$ cat src/sv/cfa_pkg.sv
// ----------------------------------------------------------------------------
// Contiguous first-fit allocator package
// Shared constants, result codes and the controller/datapath interface types.
// ----------------------------------------------------------------------------
package cfa_pkg;

  localparam int NumBlocksDefault = 256;

  localparam logic ReqAlloc = 1'b0;
  localparam logic ReqFree  = 1'b1;

  localparam logic [1:0] StatusDone   = 2'd0;
  localparam logic [1:0] StatusNoRoom = 2'd1;
  localparam logic [1:0] StatusBad    = 2'd2;

  typedef struct packed {
    logic accept;
    logic set_bad;
    logic set_no_room;
    logic mark_free_init;
    logic mark_alloc_init;
    logic scan_init;
    logic scan_run;
    logic mark_run;
    logic clear_run;
    logic push_out;
  } dp_cmd_t;

  typedef struct packed {
    logic req_bad;
    logic req_free;
    logic scan_found;
    logic scan_exhausted;
    logic mark_last;
    logic clear_last;
    logic out_free;
  } dp_status_t;

endpackage

$ cat src/sv/cfa_ctrl.sv
// ----------------------------------------------------------------------------
// Allocator controller
// Sequences the map clear, request check, first-fit scan, range marking and
// result hand-off by issuing commands to the datapath.
// ----------------------------------------------------------------------------
module cfa_ctrl (
  input  logic                clk_i,
  input  logic                rst_ni,
  input  logic                in_valid_i,
  output logic                in_stall_o,
  input  cfa_pkg::dp_status_t status_i,
  output cfa_pkg::dp_cmd_t    cmd_o
);

  typedef enum logic [5:0] {
    StClear  = 6'b000001,
    StIdle   = 6'b000010,
    StCheck  = 6'b000100,
    StScan   = 6'b001000,
    StMark   = 6'b010000,
    StFinish = 6'b100000
  } state_e;

  state_e state_q, state_d;

  always_ff @(posedge clk_i or negedge rst_ni) begin
    if (!rst_ni) begin
      state_q <= StClear;
    end else begin
      state_q <= state_d;
    end
  end

  assign in_stall_o = (state_q != StIdle);

  always_comb begin
    cmd_o   = '0;
    state_d = state_q;
    unique case (state_q)
      StClear: begin
        cmd_o.clear_run = 1'b1;
        if (status_i.clear_last) begin
          state_d = StIdle;
        end
      end
      StIdle: begin
        if (in_valid_i) begin
          cmd_o.accept = 1'b1;
          state_d      = StCheck;
        end
      end
      StCheck: begin
        if (status_i.req_bad) begin
          cmd_o.set_bad = 1'b1;
          state_d       = StFinish;
        end else if (status_i.req_free) begin
          cmd_o.mark_free_init = 1'b1;
          state_d              = StMark;
        end else begin
          cmd_o.scan_init = 1'b1;
          state_d         = StScan;
        end
      end
      StScan: begin
        cmd_o.scan_run = 1'b1;
        if (status_i.scan_found) begin
          cmd_o.mark_alloc_init = 1'b1;
          state_d               = StMark;
        end else if (status_i.scan_exhausted) begin
          cmd_o.set_no_room = 1'b1;
          state_d           = StFinish;
        end
      end
      StMark: begin
        cmd_o.mark_run = 1'b1;
        if (status_i.mark_last) begin
          state_d = StFinish;
        end
      end
      StFinish: begin
        if (status_i.out_free) begin
          cmd_o.push_out = 1'b1;
          state_d        = StIdle;
        end
      end
      default: begin
        state_d = StClear;
      end
    endcase
  end

endmodule

$ cat src/sv/cfa_datapath.sv
// ----------------------------------------------------------------------------
// Allocator datapath
// Holds the block map memory, the request, the scan and mark pointers, the
// run tracker and the output register.
// ----------------------------------------------------------------------------
module cfa_datapath #(
  parameter int NumBlocks = cfa_pkg::NumBlocksDefault
) (
  input  logic                clk_i,
  input  logic                rst_ni,
  input  cfa_pkg::dp_cmd_t    cmd_i,
  output cfa_pkg::dp_status_t status_o,
  input  logic                req_type_i,
  input  logic [8:0]          block_count_i,
  input  logic [7:0]          first_block_i,
  output logic                out_valid_o,
  input  logic                out_stall_i,
  output logic [1:0]          status_o_field,
  output logic [7:0]          run_start_o
);

  localparam int AW = $clog2(NumBlocks);
  localparam int CW = $clog2(NumBlocks + 1);
  localparam int XW = ((CW > 9) ? CW : 9) + 1;
  localparam logic [XW-1:0] NumX     = XW'(NumBlocks);
  localparam logic [AW-1:0] LastAddr = AW'(NumBlocks - 1);

  logic map_q [NumBlocks];

  logic          req_type_q;
  logic [8:0]    req_count_q;
  logic [7:0]    req_first_q;

  logic [AW-1:0] rd_ptr_q, rd_ptr_d;
  logic          issue_done_q, issue_done_d;
  logic          eval_valid_q, eval_valid_d;
  logic [AW-1:0] eval_addr_q, eval_addr_d;
  logic          rd_data_q;
  logic          rd_en;
  logic [CW-1:0] run_len_q, run_len_d;
  logic [AW-1:0] run_begin_q, run_begin_d;
  logic [AW-1:0] begin_now;

  logic [AW-1:0] wr_ptr_q, wr_ptr_d;
  logic [CW-1:0] remain_q, remain_d;
  logic          mark_val_q, mark_val_d;
  logic          wr_en;
  logic          wr_val;

  logic [1:0]    res_status_q, res_status_d;
  logic [AW-1:0] res_start_q, res_start_d;

  logic          out_valid_q, out_valid_d;
  logic [1:0]    out_status_q;
  logic [7:0]    out_start_q;

  logic [XW-1:0] count_x;
  logic [XW-1:0] first_x;
  logic          hit;

  assign count_x   = XW'(req_count_q);
  assign first_x   = XW'(req_first_q);
  assign begin_now = (run_len_q == '0) ? eval_addr_q : run_begin_q;
  assign hit       = eval_valid_q && !rd_data_q &&
                     ((XW'(run_len_q) + XW'(1)) == count_x);

  always_comb begin
    status_o.req_free       = (req_type_q == cfa_pkg::ReqFree);
    if (req_type_q == cfa_pkg::ReqFree) begin
      status_o.req_bad = (req_count_q == '0) || ((first_x + count_x) > NumX);
    end else begin
      status_o.req_bad = (req_count_q == '0) || (count_x > NumX);
    end
    status_o.scan_found     = hit;
    status_o.scan_exhausted = issue_done_q && !eval_valid_q;
    status_o.mark_last      = (remain_q == CW'(1));
    status_o.clear_last     = (wr_ptr_q == LastAddr);
    status_o.out_free       = !out_valid_q || !out_stall_i;
  end

  always_comb begin
    rd_ptr_d     = rd_ptr_q;
    issue_done_d = issue_done_q;
    eval_valid_d = eval_valid_q;
    eval_addr_d  = eval_addr_q;
    run_len_d    = run_len_q;
    run_begin_d  = run_begin_q;
    rd_en        = 1'b0;
    if (cmd_i.scan_init) begin
      rd_ptr_d     = '0;
      issue_done_d = 1'b0;
      eval_valid_d = 1'b0;
      run_len_d    = '0;
    end else if (cmd_i.scan_run) begin
      if (!issue_done_q) begin
        rd_en        = 1'b1;
        eval_valid_d = 1'b1;
        eval_addr_d  = rd_ptr_q;
        if (rd_ptr_q == LastAddr) begin
          issue_done_d = 1'b1;
        end else begin
          rd_ptr_d = rd_ptr_q + AW'(1);
        end
      end else begin
        eval_valid_d = 1'b0;
      end
      if (eval_valid_q) begin
        if (!rd_data_q) begin
          run_len_d   = run_len_q + CW'(1);
          run_begin_d = begin_now;
        end else begin
          run_len_d = '0;
        end
      end
    end
  end

  always_comb begin
    wr_ptr_d     = wr_ptr_q;
    remain_d     = remain_q;
    mark_val_d   = mark_val_q;
    res_status_d = res_status_q;
    res_start_d  = res_start_q;
    wr_en        = cmd_i.clear_run | cmd_i.mark_run;
    wr_val       = cmd_i.mark_run & mark_val_q;
    if (wr_en) begin
      wr_ptr_d = wr_ptr_q + AW'(1);
      remain_d = remain_q - CW'(1);
    end
    if (cmd_i.mark_free_init) begin
      wr_ptr_d     = AW'(req_first_q);
      remain_d     = CW'(req_count_q);
      mark_val_d   = 1'b0;
      res_status_d = cfa_pkg::StatusDone;
      res_start_d  = '0;
    end
    if (cmd_i.mark_alloc_init) begin
      wr_ptr_d     = begin_now;
      remain_d     = CW'(req_count_q);
      mark_val_d   = 1'b1;
      res_status_d = cfa_pkg::StatusDone;
      res_start_d  = begin_now;
    end
    if (cmd_i.set_bad) begin
      res_status_d = cfa_pkg::StatusBad;
      res_start_d  = '0;
    end
    if (cmd_i.set_no_room) begin
      res_status_d = cfa_pkg::StatusNoRoom;
      res_start_d  = '0;
    end
  end

  always_comb begin
    out_valid_d = out_valid_q;
    if (cmd_i.push_out) begin
      out_valid_d = 1'b1;
    end else if (out_valid_q && !out_stall_i) begin
      out_valid_d = 1'b0;
    end
  end

  always_ff @(posedge clk_i) begin
    if (wr_en) begin
      map_q[wr_ptr_q] <= wr_val;
    end
    if (rd_en) begin
      rd_data_q <= map_q[rd_ptr_q];
    end
  end

  always_ff @(posedge clk_i or negedge rst_ni) begin
    if (!rst_ni) begin
      issue_done_q <= 1'b0;
      eval_valid_q <= 1'b0;
      wr_ptr_q     <= '0;
      out_valid_q  <= 1'b0;
    end else begin
      issue_done_q <= issue_done_d;
      eval_valid_q <= eval_valid_d;
      wr_ptr_q     <= wr_ptr_d;
      out_valid_q  <= out_valid_d;
    end
  end

  always_ff @(posedge clk_i) begin
    if (cmd_i.accept) begin
      req_type_q  <= req_type_i;
      req_count_q <= block_count_i;
      req_first_q <= first_block_i;
    end
    rd_ptr_q     <= rd_ptr_d;
    eval_addr_q  <= eval_addr_d;
    run_len_q    <= run_len_d;
    run_begin_q  <= run_begin_d;
    remain_q     <= remain_d;
    mark_val_q   <= mark_val_d;
    res_status_q <= res_status_d;
    res_start_q  <= res_start_d;
    if (cmd_i.push_out) begin
      out_status_q <= res_status_q;
      out_start_q  <= 8'(res_start_q);
    end
  end

  assign out_valid_o    = out_valid_q;
  assign status_o_field = out_status_q;
  assign run_start_o    = out_start_q;

endmodule

$ cat src/sv/contiguous_first_fit_allocator_top.sv
// ----------------------------------------------------------------------------
// Contiguous first-fit block allocator
// Allocates the lowest-starting run of free blocks from a one-bit-per-block
// map, and frees block ranges, one transaction at a time.
// ----------------------------------------------------------------------------
// Channel   Direction  Handshake                 Payload
// request   in         in_valid_i / in_stall_o   req_type_i, block_count_i, first_block_i
// result    out        out_valid_o / out_stall_i status_o, run_start_o
//
// After reset a clearing pass writes every map entry free, with in_stall_o
// high. An allocate runs the check, scan, mark and finish steps (no mark on
// no room); the map memory's single read port walks one block per cycle,
// its write port marks one. A free runs the check, mark and finish steps; a
// bad request goes from the check step straight to the finish step.
// A new request is taken while the previous result waits in the output
// register; a stalled output holds the next result in the finish step.
// ----------------------------------------------------------------------------
module contiguous_first_fit_allocator_top #(
  parameter int NUM_BLOCKS = cfa_pkg::NumBlocksDefault
) (
  input  logic       clk_i,
  input  logic       rst_ni,
  input  logic       in_valid_i,
  output logic       in_stall_o,
  input  logic       req_type_i,
  input  logic [8:0] block_count_i,
  input  logic [7:0] first_block_i,
  output logic       out_valid_o,
  input  logic       out_stall_i,
  output logic [1:0] status_o,
  output logic [7:0] run_start_o
);

  cfa_pkg::dp_cmd_t    dp_cmd;
  cfa_pkg::dp_status_t dp_status;

  cfa_ctrl u_ctrl (
    .clk_i      (clk_i),
    .rst_ni     (rst_ni),
    .in_valid_i (in_valid_i),
    .in_stall_o (in_stall_o),
    .status_i   (dp_status),
    .cmd_o      (dp_cmd)
  );

  cfa_datapath #(
    .NumBlocks (NUM_BLOCKS)
  ) u_datapath (
    .clk_i          (clk_i),
    .rst_ni         (rst_ni),
    .cmd_i          (dp_cmd),
    .status_o       (dp_status),
    .req_type_i     (req_type_i),
    .block_count_i  (block_count_i),
    .first_block_i  (first_block_i),
    .out_valid_o    (out_valid_o),
    .out_stall_i    (out_stall_i),
    .status_o_field (status_o),
    .run_start_o    (run_start_o)
  );

endmodule

$ cat config.mk
export PLATFORM = sky130hd
export DESIGN_NAME = contiguous_first_fit_allocator_top
export DESIGN_NICKNAME = d
export VERILOG_FILES = /design/src/sv/cfa_pkg.sv /design/src/sv/cfa_ctrl.sv /design/src/sv/cfa_datapath.sv /design/src/sv/contiguous_first_fit_allocator_top.sv
export SDC_FILE = /design/constraint.sdc
export NUM_CORES = 1
export LEC_CHECK = 0
export BUFFER_PORTS_ARGS = -buffer_cell sky130_fd_sc_hd__buf_4
export CAP_MARGIN = 20
export CORE_MARGIN = 2
export CORE_UTILIZATION = 26
export DETAILED_ROUTE_END_ITERATION = 8
export PLACE_DENSITY_LB_ADDON = 0.08
export SYNTH_ARGS = -nofsm -noshare
export SYNTH_HDL_FRONTEND = slang
export SYNTH_SLANG_ARGS = --single-unit
$ cat constraint.sdc
create_clock -name clk_i -period 15.16 [get_ports clk_i]
set_input_delay 3.032 -clock clk_i [delete_from_list [all_inputs] [get_ports clk_i]]
set_output_delay 3.032 -clock clk_i [all_outputs]
set_load 0.005 [all_outputs]
==> results of run 1 <==
==> where the power goes <==
group	internal, mW	total (mW)	switching, mW
clock	0.611	1.05	0.434
combinational	0.00339	0.00558	0.00218
sequential	1.05	1.05	0.00000000000000000909
total	1.66	2.10	0.436
==> critical path, stage by stage (launching register included) <==
cell and delay [ns]:
sky130_fd_sc_hd__dfrtp_1 0.45, sky130_fd_sc_hd__nor4_1 0.54, sky130_fd_sc_hd__and3b_1 0.29, sky130_fd_sc_hd__inv_1 0.05
sky130_fd_sc_hd__buf_4 0.13
==> routing by layer <==
layer | vias up | GRT usage | share of wire
met5 | - | 0 | 0
met4 | 0 | 0.0394 | 0.019
met3 | 62 | 0.0208 | 0.029
met2 | 135 | 0.249 | 0.47
met1 | 5086 | 0.211 | 0.48
li1 | 4561 | - | -
==> metrics by stage <==
stage	cell area, um^2	hold slack [ns]	power [mW]	std cells	util
finish	18600	0.431	2.10	2058	0.307
CTS	18600	0.436	2.13	2058	0.307
global route	18600	0.458	2.17	2058	0.307
detailed placement	17200	0.424	1.07	1976	0.283
floorplan	16000	0.402	1.07	1210	-
global placement	17200	0.425	1.07	1975	0.283
==> final cells by class <==
| type | count | area share |
|---|---|---|
| clock buffers | 56 | 0.0622 |
| well taps | 782 | 0.0526 |
| inverters | 18 | 0.00363 |
| clock inverters | 26 | 0.0140 |
| repair buffers | 60 | 0.0249 |
| multi-input cells | 761 | 0.288 |
| flip-flops and latches | 355 | 0.554 |
==> cell usage after synthesis (all sizes together) (7+ instances only) <==
cell type  count  share of area
xor2          15         0.0082
nand3b         7         0.0033
dfxtp         28          0.035
o21ai         27         0.0084
buf           11         0.0033
nand3         15         0.0047
mux2          16          0.011
nor4           7         0.0027
ha            17          0.013
nand2         77          0.018
a221oi         9         0.0053
nor2b         11         0.0043
nor2         297          0.070
dfrtp         16          0.025
mux2i          7         0.0044
a22oi         14         0.0066
inv           18         0.0042
mux4          64          0.090
clkbuf        65          0.015
a21oi         29         0.0091
nand2b         8         0.0031
a22o          12         0.0066
nor3          17         0.0053
xnor2         15         0.0082
edfxtp       310           0.58
==> state kept, by name, summed over array words and instances, names as in the netlist, 9 cells and up <==
name,flops
u_datapath.req_count_q,9
u_datapath.map_q,256
u_datapath.run_len_q,9
u_datapath.remain_q,9
==> worst max-delay path by stage <==
stage,startpoint,endpoint,slack [ns],cells past startpoint
2_1_floorplan,u_ctrl.state_q[3],u_datapath.map_q[0],6.98,4
3_5_place_dp,u_ctrl.state_q[3],in_stall_o,10.69,4
3_3_place_gp,out_stall_i,u_datapath.run_start_o[6],10.69,2
6_report,u_ctrl.state_q[3],in_stall_o,10.09,4
5_1_grt,u_ctrl.state_q[3],in_stall_o,9.92,4
4_1_cts,u_ctrl.state_q[3],in_stall_o,10.05,4
==> cells by family after synthesis <==
logic type,synth area share
simple gates,0.131
mux,0.106
flops,0.643
fa+ha+maj,0.0145
buf+inv,0.0228
compound gates,0.0656
xor+xnor,0.0164
==> impl_summary.txt, run 1 <==
----------------------------------------------------
[Finish]
  Most frequent cells in the layout ... 310 x sky130_fd_sc_hd__edfxtp_1, 296 x sky130_fd_sc_hd__nor2_1, 77 x sky130_fd_sc_hd__nand2_1
  Area of the multi-input gates ... 5360 um^2
  Sequential Area ... 10,300 um^2
  Fin nets ... 1,280
  Number of antenna repair diodes ... 0
  Synthesis-to-finish area growth ... 16.2%
  Filler Cell Count ... 6,100
  Leading cell type in the layout, fill and taps excluded ... sky130_fd_sc_hd__edfxtp_1
  Share of cells above drive strength 1 ... 0.174

[Synth]
  EDFF count, synth ... 310
  Dominant register cell in the synthesized netlist ... sky130_fd_sc_hd__edfxtp_1
  Synthesized flop and latch total ... 355
  Count of distinct cell types in the synthesized netlist ... 71
  Mapped cell area ... 16,000 um^2
  Async set-reset flop share out of synthesis ... 0.0479
  Post-Synthesis Mean Instance Area ... 13.2 um^2
  Seq/Total Area, Yosys ... 0.643
  Post-synthesis cell count ... 1,210
  Synthesis warning total ... 0
  Synthesized net count ... 1,250

[Setup path]
  Worst path arrival time ... 2.03 ns
  Crit Path Category ... reg2out
  FF-to-FF setup slack ... 10.84 ns
  Nature of the critical path endpoint ... output pin
  Launching element type of the critical path ... flop
  R2R cell count ... 11
  Required time worst endpoint ... 12.13 ns
  Highest net fanout along the worst path ... 8
  Capturing point of the worst reg2reg path ... u_datapath.wr_ptr_q[5]
  Crit Reg-Reg Startpoint ... u_datapath.req_count_q[0]

[Timing]
  Pin slew with the least headroom to its limit ... 1.12 ns
  Final max-slew violation count ... 0
  Worst setup skew after layout ... 0.0242 ns
  Fmax ... 197 MHz
  Number of endpoints with negative hold slack in the final report ... 0
  Final setup slack of the worst path ... 10.09 ns
  Total setup violations reported at the end of the flow ... 0
  Setup repair after global routing missed its margin ... no
  Final min period ... 5.07 ns
  Worst slew margin relative to its limit ... 0.254
  Post-route clock period utilization ... 0.334
  Setup TNS Final ... 0 ns

[GRT]
  Largest net degree at the start of global routing ... 257
  Number of antenna violations at the first check in global routing ... 0
  Grt ovf ... 0
  Combined global-route utilization of all metal layers ... 0.152
  First-pass GRT wire length ... 70,800 um
  Vias in the first global route ... 10,400

[Hold path]
  WHS Endpoint ... u_datapath.run_start_o[4]
  Worst min path class ... reg2reg
  Worst Min Path Start ... u_datapath.res_start_q[4]
  Number of cells traversed by the worst hold path ... 0

[Die]
  Number of placement rows ... 90
  Full die area ... 63,500 um^2
  Count of pins on the block boundary ... 34
  Core Area ... 60,600 um^2
  Horizontal die dimension ... 252 um
  Starting density of the core ... 0.264
  Overall die height ... 252 um

[Pwr]
  Power density relative to cell area ... 113 nW/um^2
  Maximum resistive drop on vdd ... 0.0807 mV
  Static power due to leakage ... 5.31 nW

[Clock tree]
  Clock Tree Root ... sky130_fd_sc_hd__clkbuf_16
  Buffers inserted during post-CTS setup optimization ... 0
  H-tree level count ... 2
  Clock transition at the registers of the reported paths ... 0.06 ns
  Buffer depth of the longest clock path ... 3
  Number of hold buffers added after cts ... 0
  Clock tree from TritonCTS ... done
  Number of buffers inserted during clock tree synthesis ... 44
  Clock latency on the worst-skew pair ... 0.58 ns
  Post-cts sizing count ... 0
  Number of clock sinks seen by CTS ... 355

[Routing]
  Post-route DRC ... 0
  Total via count in the routed design ... 9,844
  Mean routed wirelength per cell ... 23.0 um
  Routed vias/inst ... 4.78
  Detailed router's first-iteration violation count ... 691
  Wirelength, routed ... 47,300 um
  DRT antenna net count ... 0
  DRT Pass-1 Iters ... 5

[Placed design]
  Weighted congestion reported at the end of routability-driven placement ... 0.747
  Setup slack at placement ... 10.69 ns
  Post-detail-place hpwl ... 28,500 um
  Number of buffers added on ports ... 33

[Run]
  Number of violations of the max-capacitance limit ... 0

[Run status]
  Status ... finished, final reports clean

----------------------------------------------------
Power figures use the tool's default switching activity.
==> inputs of run 2 (changes only) <==
--- a/config.mk
+++ b/config.mk
@@ -5,6 +5,7 @@
 export SDC_FILE = /design/constraint.sdc
 export NUM_CORES = 1
 export LEC_CHECK = 0
+export ABC_AREA = 1
 export BUFFER_PORTS_ARGS = -buffer_cell sky130_fd_sc_hd__buf_4
 export CAP_MARGIN = 20
 export CORE_MARGIN = 2
==> constraint.sdc (replaced) <==
create_clock -name clk_i -period 4.97 [get_ports clk_i]
set_input_delay 0.994 -clock clk_i [delete_from_list [all_inputs] [get_ports clk_i]]
set_output_delay 0.994 -clock clk_i [all_outputs]
set_load 0.005 [all_outputs]
==> run 2 against run 1 <==
Compared with the run above: clock skew shrank 0.00097 ns; synthesized cell count is 41% higher; sequential share of layout area down 1.4 points; non-clock buffer count is 3 higher.
==> impl_summary.txt, run 2 <==
----------------------------------------------------
[Synth]
  Top cells by count, synth ... 464 x sky130_fd_sc_hd__nor2_1, 310 x sky130_fd_sc_hd__edfxtp_1, 225 x sky130_fd_sc_hd__nand2_1, 144 x sky130_fd_sc_hd__o21ai_0, 128 x sky130_fd_sc_hd__inv_1
  Adder-cell area share of the yosys netlist ... 0.0141 (-0.000475)
  Mapped cell area ... 16,500 um^2 (+3.4%)
  Post-synthesis cell count ... 1,704 (+41%)
  Dominant register cell in the synthesized netlist ... sky130_fd_sc_hd__edfxtp_1
  Seq/Total Area, Yosys ... 0.622 (-0.0210)
  Most area-consuming cells after synthesis ... sky130_fd_sc_hd__edfxtp_1 56%, sky130_fd_sc_hd__nor2_1 11%, sky130_fd_sc_hd__nand2_1 5.1%, sky130_fd_sc_hd__o21ai_0 4.4%, sky130_fd_sc_hd__dfxtp_1 3.4%
  Fraction of the mapped netlist area in compound gates ... 0.0888 (+0.0232)
  Main combinational cell family by area after synthesis ... simple AND/OR/NAND/NOR gates
  Simple-gate share of the synthesized area ... 0.205 (+0.0738)
  Synthesized net count ... 1,744 (+40%)
  Multiplexer area fraction after synthesis ... 0.00477 (-0.101)
  Count of distinct cell types in the synthesized netlist ... 47 (-34%)
  Async set-reset flop share out of synthesis ... 0.0479 (unchanged)
  Cell type with the highest aggregate area in the netlist ... sky130_fd_sc_hd__edfxtp_1
  Fraction of synthesized cell area in xor and xnor cells ... 0.0121 (-0.00432)
  Post-Synthesis Mean Instance Area ... 9.71 um^2 (-27%)
  Area share of the largest cell type after synthesis ... 0.563 (-0.0190)
  Synthesized flop and latch total ... 355 (unchanged)
  Most frequently used cell type in the post-synthesis netlist ... sky130_fd_sc_hd__nor2_1
  Synthesis warning total ... 0 (unchanged)
  EDFF count, synth ... 310 (unchanged)

[Finish]
  Number of flip-flops under the largest register name ... 256 (unchanged)
  Most frequent cells in the layout ... 463 x sky130_fd_sc_hd__nor2_1, 310 x sky130_fd_sc_hd__edfxtp_1, 225 x sky130_fd_sc_hd__nand2_1
  Count of non-filler cells in the finished layout ... 2,602 (+26%)
  Fin nets ... 1,761 (+38%)
  Share of cells above drive strength 1 ... 0.0883 (-0.0857)
  Number of antenna repair diodes ... 0 (unchanged)
  Final std cell area, no fill ... 19,100 um^2 (+2.6%)
  Leading cell type in the layout, fill and taps excluded ... sky130_fd_sc_hd__nor2_1
  Post-Route Utilization ... 0.303 (-0.00390)
  Register ranked first by flip-flop count ... u_datapath.map_q
  Filler Cell Count ... 6,669 (+9.3%)
  Synthesis-to-finish area growth ... 15.3%

[Setup path]
  Crit Path Category ... reg2reg
  Capturing point of the worst reg2reg path ... u_datapath.remain_q[2]
  Ordered cell list for the critical path ... ha_1, inv_1, fa_1, inv_1, nand2_1, nand2_1, nand3_1, nand3_1, nand2_1, nor2_1, nand2_1, nand2_1, nand2_1, nand2_1, nand3_2, nand2_4, inv_2, nor2_1, a21oi_1
  Most common cell type on the critical path ... sky130_fd_sc_hd__nand2_1
  Crit Reg-Reg Startpoint ... u_datapath.req_count_q[0]
  Delay of the slowest cell on the worst path ... 0.46 ns (-0.08 ns)
  Required time worst endpoint ... 5.28 ns (-6.85 ns)
  Launching element type of the critical path ... flop
  Nature of the critical path endpoint ... flop
  Slowest cell on crit path ... sky130_fd_sc_hd__fa_1
  FF-to-FF setup slack ... 1.63 ns (-9.21 ns)
  Highest net fanout along the worst path ... 17 (+9)
  R2R cell count ... 19 (+8)
  Worst path arrival time ... 3.65 ns (+1.62 ns)

[Die]
  Overall die height ... 256 um (+1.6%)
  Count of pins on the block boundary ... 34 (unchanged)
  Number of placement rows ... 92 (+2.2%)
  Horizontal die dimension ... 256 um (+1.6%)
  Core Area ... 63,000 um^2 (+3.9%)
  Starting density of the core ... 0.263 (-0.00141)
  Full die area ... 65,700 um^2 (+3.3%)

[Routing]
  DRT Pass-1 Iters ... 5 (unchanged)
  Mean routed wirelength per cell ... 20.7 um (-9.9%)
  Total via count in the routed design ... 12,300 (+25%)
  Detailed router's first-iteration violation count ... 1,010 (+46%)
  Post-route DRC ... 0 (unchanged)
  Wirelength, routed ... 53,900 um (+14%)
  Routed vias/inst ... 4.74 (-0.86%)
  DRT antenna net count ... 0 (unchanged)

[Clock tree]
  Number of buffers inserted during clock tree synthesis ... 44 (unchanged)
  Buffers inserted during post-CTS setup optimization ... 0 (unchanged)
  Clock Tree Root ... sky130_fd_sc_hd__clkbuf_16
  Clock latency on the worst-skew pair ... 0.57 ns (about the same)
  Number of hold buffers added after cts ... 0 (unchanged)
  Number of clock sinks seen by CTS ... 355 (unchanged)
  H-tree level count ... 2 (unchanged)
  Post-cts sizing count ... 0 (unchanged)
  Clock transition at the registers of the reported paths ... 0.06 ns (about the same)
  Buffer depth of the longest clock path ... 3 (unchanged)
  Clock tree from TritonCTS ... done

[Timing]
  Final max-slew violation count ... 0 (unchanged)
  Setup TNS Final ... 0 ns (unchanged)
  Final min period ... 3.34 ns
  Final setup slack of the worst path ... 1.63 ns (-8.46 ns)
  Pin slew with the least headroom to its limit ... 0.965 ns (-0.154 ns)
  Worst slew margin relative to its limit ... 0.356 (+0.102)
  Setup repair after global routing missed its margin ... no
  Worst setup skew after layout ... 0.0232 ns (-0.000975 ns)
  Fmax ... 300 MHz
  Total setup violations reported at the end of the flow ... 0 (unchanged)
  Post-route clock period utilization ... 0.672
  Worst hold-check slack ... 0.297 ns (-0.134 ns)
  Number of endpoints with negative hold slack in the final report ... 0 (unchanged)

[Pwr]
  Static power due to leakage ... 6.18 nW (+17%)
  Maximum resistive drop on vdd ... 0.210 mV (+160%)
  Power consumption ... 8.59 mW (+310%)
  Power density relative to cell area ... 450 nW/um^2 (+300%)

[GRT]
  First-pass GRT wire length ... 80,100 um (+13%)
  Vias in the first global route ... 12,100 (+17%)
  Number of antenna violations at the first check in global routing ... 2 (+2)
  Combined global-route utilization of all metal layers ... 0.163 (+0.0109)
  Largest net degree at the start of global routing ... 148 (-42%)
  Grt ovf ... 0 (unchanged)

[Placed design]
  Setup slack at placement ... 1.62 ns (-9.07 ns)
  Placed cells ... 2,521 (+28%)
  Number of buffers added on ports ... 33 (unchanged)
  Post-detail-place hpwl ... 32,000 um (+12%)
  Cell area after placement ... 17,700 um^2 (+3.3%)
  Weighted congestion reported at the end of routability-driven placement ... 0.827 (+11%)

[Run status]
  Status ... finished, final reports clean

[Run]
  Number of violations of the max-capacitance limit ... 0 (unchanged)

[Hold path]
  Worst min path class ... in2async

----------------------------------------------------
-- run 2: cell count changes after synthesis, sizes merged, moves of 12 or more --
cell | previous run | this run
mux4 | 64 | 0
nor2 | 297 | 468
inv | 18 | 130
o22ai | 3 | 45
o21ai | 27 | 147
clkbuf | 65 | 84
nand4 | 5 | 35
a22o | 12 | 0
o221ai | 3 | 25
nand3 | 15 | 70
nand2 | 77 | 227
a22oi | 14 | 0
-- run 2: final cells by class --
class / count / area (um^2) / share of cell area
clock buffer: 65 / 1220 / 0.0640
clock inverter: 16 / 108 / 0.00564
inverter: 132 / 502 / 0.0263
multi-input combinational: 1125 / 5390 / 0.282
sequential: 355 / 10300 / 0.540
tap: 846 / 1060 / 0.0555
timing repair buffer: 63 / 498 / 0.0261
-- run 2: how the worst max path moves through the flow --
stage,startpoint,to,cells past startpoint
2_1_floorplan,u_ctrl.state_q[2],u_datapath.map_q[0],3
3_3_place_gp,u_datapath.req_count_q[0],u_datapath.remain_q[5],19
3_5_place_dp,u_datapath.req_count_q[0],u_datapath.remain_q[2],19
4_1_cts,u_datapath.req_count_q[0],u_datapath.remain_q[2],19
5_1_grt,u_datapath.req_count_q[0],u_datapath.wr_ptr_q[3],19
6_report,u_datapath.req_count_q[0],u_datapath.remain_q[2],19
-- run 2: layer usage --
layer | vias up | wire (um) | GRT usage
li1 | 5860 | - | -
met1 | 6167 | 26600 | 0.235
met4 | 0 | 1100 | 0.0419
met2 | 236 | 23900 | 0.251
met3 | 76 | 2290 | 0.0274
met5 | - | 0 | 0
-- run 2: logic make-up after synthesis --
| kind of cell | Yosys count |
|---|---|
| xor gates and xnor gates | 22 |
| AOI/OAI and AO/OA | 256 |
| buffers and inverters | 224 |
| and+or+nand+nor | 822 |
| muxes | 7 |
| adders and majority gates | 18 |
| DFF | 355 |
-- run 2: critical path, delay by kind of cell (launching register included) --
family,cells,cell delay (ns)
flip-flops,1,0.40
AO/OA/AOI/OAI,1,0.05
AND/OR/NAND/NOR,13,1.62
buffers and inverters,3,0.31
adder cells (fa/ha/maj),2,0.67
-- run 2: where the power goes --
| part | internal (mW) | leakage, nW | switching (mW) |
|---|---|---|---|
| Sequential | 3.41 | 2.72 | 0.206 |
| Combinational | 0.472 | 2.81 | 1.46 |
| Clock | 1.75 | 0.648 | 1.29 |
==> inputs of run 3 (changes only) <==
==> constraint.sdc (replaced) <==
create_clock -name clk_i -period 2.9 [get_ports clk_i]
set_input_delay 0.58 -clock clk_i [delete_from_list [all_inputs] [get_ports clk_i]]
set_output_delay 0.58 -clock clk_i [all_outputs]
set_load 0.005 [all_outputs]
==> run 3 against run 2 <==
Compared with the run above: setup slack got worse by 1.5 ns; power is 80% higher; critical endpoint is now in_stall_o; critical path depth shrank 14; critical path type is now reg2out; clock-buffer cell count shrank 6; register-to-register slack worse by 1.4 ns; sequential cell count unchanged; non-clock buffer count rose by 47; first-iteration DRC count is 32% lower; final cell count increased by 1.9%; sequential power rose by 69%.
==> impl_summary.txt, run 3 (synthesized netlist as in run 2, its figures left out) <==
----------------------------------------------------
[Timing]
  Total setup violations reported at the end of the flow ... 0 (unchanged)
  Setup TNS Final ... 0 ns (unchanged)
  Worst slew margin relative to its limit ... 0.525 (+0.169)
  Post-route clock period utilization ... 0.949
  Worst setup skew after layout ... 0.0186 ns (-0.00464 ns)
  Pin slew with the least headroom to its limit ... 0.711 ns (-0.255 ns)
  Final min period ... 2.75 ns
  Final max-slew violation count ... 0 (unchanged)
  Worst hold-check slack ... 0.172 ns (-0.125 ns)
  Number of endpoints with negative hold slack in the final report ... 0 (unchanged)
  Fmax ... 363 MHz

[Finish]
  Number of antenna repair diodes ... 0 (unchanged)
  Most frequent cells in the layout ... 460 x sky130_fd_sc_hd__nor2_1, 310 x sky130_fd_sc_hd__edfxtp_1, 222 x sky130_fd_sc_hd__nand2_1
  Share of cells above drive strength 1 ... 0.122 (+0.0336)
  Number of flip-flops under the largest register name ... 256 (unchanged)
  Sequential Area ... 10,300 um^2 (about the same)
  Area of the multi-input gates ... 5430 um^2 (+0.81%)
  Leading cell type in the layout, fill and taps excluded ... sky130_fd_sc_hd__nor2_1
  Synthesis-to-finish area growth ... 19.8%
  Register ranked first by flip-flop count ... u_datapath.map_q
  Filler Cell Count ... 6,568 (-1.5%)
  Fin nets ... 1,809 (+2.7%)
  Count of non-filler cells in the finished layout ... 2,651 (+1.9%)

[GRT]
  Grt ovf ... 0 (unchanged)
  First-pass GRT wire length ... 80,400 um (+0.39%)
  Vias in the first global route ... 12,200 (+1.0%)
  Number of antenna violations at the first check in global routing ... 0 (-2)
  Largest net degree at the start of global routing ... 90 (-39%)
  Combined global-route utilization of all metal layers ... 0.163 (+0.000843)

[Setup path]
  Ordered cell list for the critical path ... nor2_1, inv_1, nor4_1, inv_1, buf_4
  Delay of the slowest cell on the worst path ... 0.45 ns (about the same)
  Crit Path Category ... reg2out
  Required time worst endpoint ... 2.32 ns (-2.96 ns)
  Slowest cell on crit path ... sky130_fd_sc_hd__nor4_1
  Worst path arrival time ... 2.17 ns (-1.48 ns)
  Nature of the critical path endpoint ... output pin
  Highest net fanout along the worst path ... 4 (-13)
  Most common cell type on the critical path ... sky130_fd_sc_hd__inv_1
  Launching element type of the critical path ... flop

[Die]
  Overall die height ... 256 um (unchanged)
  Full die area ... 65,700 um^2 (unchanged)
  Horizontal die dimension ... 256 um (unchanged)
  Number of placement rows ... 92 (unchanged)
  Starting density of the core ... 0.263 (unchanged)
  Count of pins on the block boundary ... 34 (unchanged)
  Core Area ... 63,000 um^2 (unchanged)

[Pwr]
  Maximum resistive drop on vdd ... 0.426 mV (+100%)
  Power density relative to cell area ... 778 nW/um^2 (+73%)
  Proportion of power drawn by combinational gates ... 0.231 (+0.007)
  Internal ... 10.3 mW (+83%)
  Static power due to leakage ... 6.56 nW (+6.0%)
  Portion of total power attributed to sequential cells ... 0.397 (-0.025)
  Clk pwr share ... 0.371 (+0.017)
  Reported net switching power ... 5.10 mW (+73%)
  Net switching share of the total power ... 0.331 (-0.0129)

[Routing]
  Post-route DRC ... 0 (unchanged)
  Detailed router's first-iteration violation count ... 684 (-32%)
  Total via count in the routed design ... 12,400 (+0.48%)
  Wirelength, routed ... 54,000 um (+0.23%)
  Mean routed wirelength per cell ... 20.4 um (-1.6%)
  DRT antenna net count ... 0 (unchanged)
  DRT Pass-1 Iters ... 4 (-1)
  Routed vias/inst ... 4.68 (-1.4%)

[Clock tree]
  Number of clock sinks seen by CTS ... 355 (unchanged)
  Clock transition at the registers of the reported paths ... 0.06 ns (about the same)
  Clock latency on the worst-skew pair ... 0.58 ns (about the same)
  Clock Tree Root ... sky130_fd_sc_hd__clkbuf_16
  Clock tree from TritonCTS ... done
  Buffer depth of the longest clock path ... 3 (unchanged)
  Number of buffers inserted during clock tree synthesis ... 45 (+2.3%)
  H-tree level count ... 2 (unchanged)

[Run]
  Number of violations of the max-capacitance limit ... 0 (unchanged)

[Hold path]
  Worst min path class ... in2reg

[Placed design]
  Placed cells ... 2,561 (+1.6%)
  Post-detail-place hpwl ... 33,000 um (+3.2%)
  Number of buffers added on ports ... 33 (unchanged)
  Weighted congestion reported at the end of routability-driven placement ... 0.794 (-4.0%)

[Run status]
  Status ... finished, final reports clean

----------------------------------------------------
[run 3: cell count changes in the layout (fill, tap and decap cells not counted), sizes merged]
cell	before	now
dlygate4sd3	0	1
clkbuf	65	60
clkinv	16	19
bufinv	1	5
buf	63	108
clkinvlp	0	1
[run 3: final cells by class]
type	instances	share of cell area
Clock buffer	59	0.0626
Clock inverter	24	0.0134
Inverter	132	0.0255
Multi-Input combinational cell	1125	0.274
Sequential cell	355	0.520
Tap cell	846	0.0534
Timing Repair Buffer	110	0.0513
[run 3: worst paths after layout]
path / from / endpoint / slack, ns / cells after the start
max: u_ctrl.state_q[4] / in_stall_o / 0.15 / 5
min: block_count_i[8] / u_datapath.req_count_q[8] / 0.17 / 1
max reg2reg: u_datapath.req_count_q[0] / u_ctrl.state_q[4] / 0.24 / 20
min reg2reg: u_datapath.res_start_q[2] / u_datapath.run_start_o[2] / 0.43 / 0
max in group asynchronous: rst_ni / u_ctrl.state_q[0] / 2.20 / 2
min in group asynchronous: rst_ni / u_datapath.out_valid_o / 0.42 / 2
[run 3: power groups by stage]
stage               clock network (mW)  logic, mW  registers, mW
finish                            5.73       3.57           6.12
global route                      6.10       4.01           6.16
CTS                               5.91       3.58           6.12
detailed placement                   0       3.57           6.22
global placement                     0       3.55           6.22
floorplan                            0       2.20           6.11
[run 3: through the flow]
step / setup slack [ns] / util / area (um^2) / total power [mW]
3_5_place_dp: 0.0591 / 0.289 / 18200 / 9.80
3_3_place_gp: 0.115 / 0.289 / 18200 / 9.78
4_1_cts: 0.0452 / 0.313 / 19700 / 15.6
5_1_grt: -0.0250 / 0.315 / 19800 / 16.3
6_report: 0.147 / 0.315 / 19800 / 15.4
2_1_floorplan: -0.611 / - / 16600 / 8.32
[run 3: repair_timing]
| action | in CTS | in global routing |
|---|---|---|
| setup endpoints to repair | 0 | 32 |
| hold buffers | 1 | 0 |
| endpoints found under the hold margin | 16 | 0 |
| resized for setup | 0 | 18 |
| setup buffers | 0 | 5 |
[run 3: layer usage]
layer,global-route usage,up-vias,wire [um]
li1,-,5961,-
met5,0,-,0
met4,0.0380,0,1000
met1,0.223,6201,25400
met3,0.0231,58,1760
met2,0.274,178,25800
[run 3: critical path, delay by kind of cell (launching register included)]
kind,cells,cell delay (ns)
flip-flops,1,0.42
AND/OR/NAND/NOR,2,0.59
buffers and inverters,3,0.58
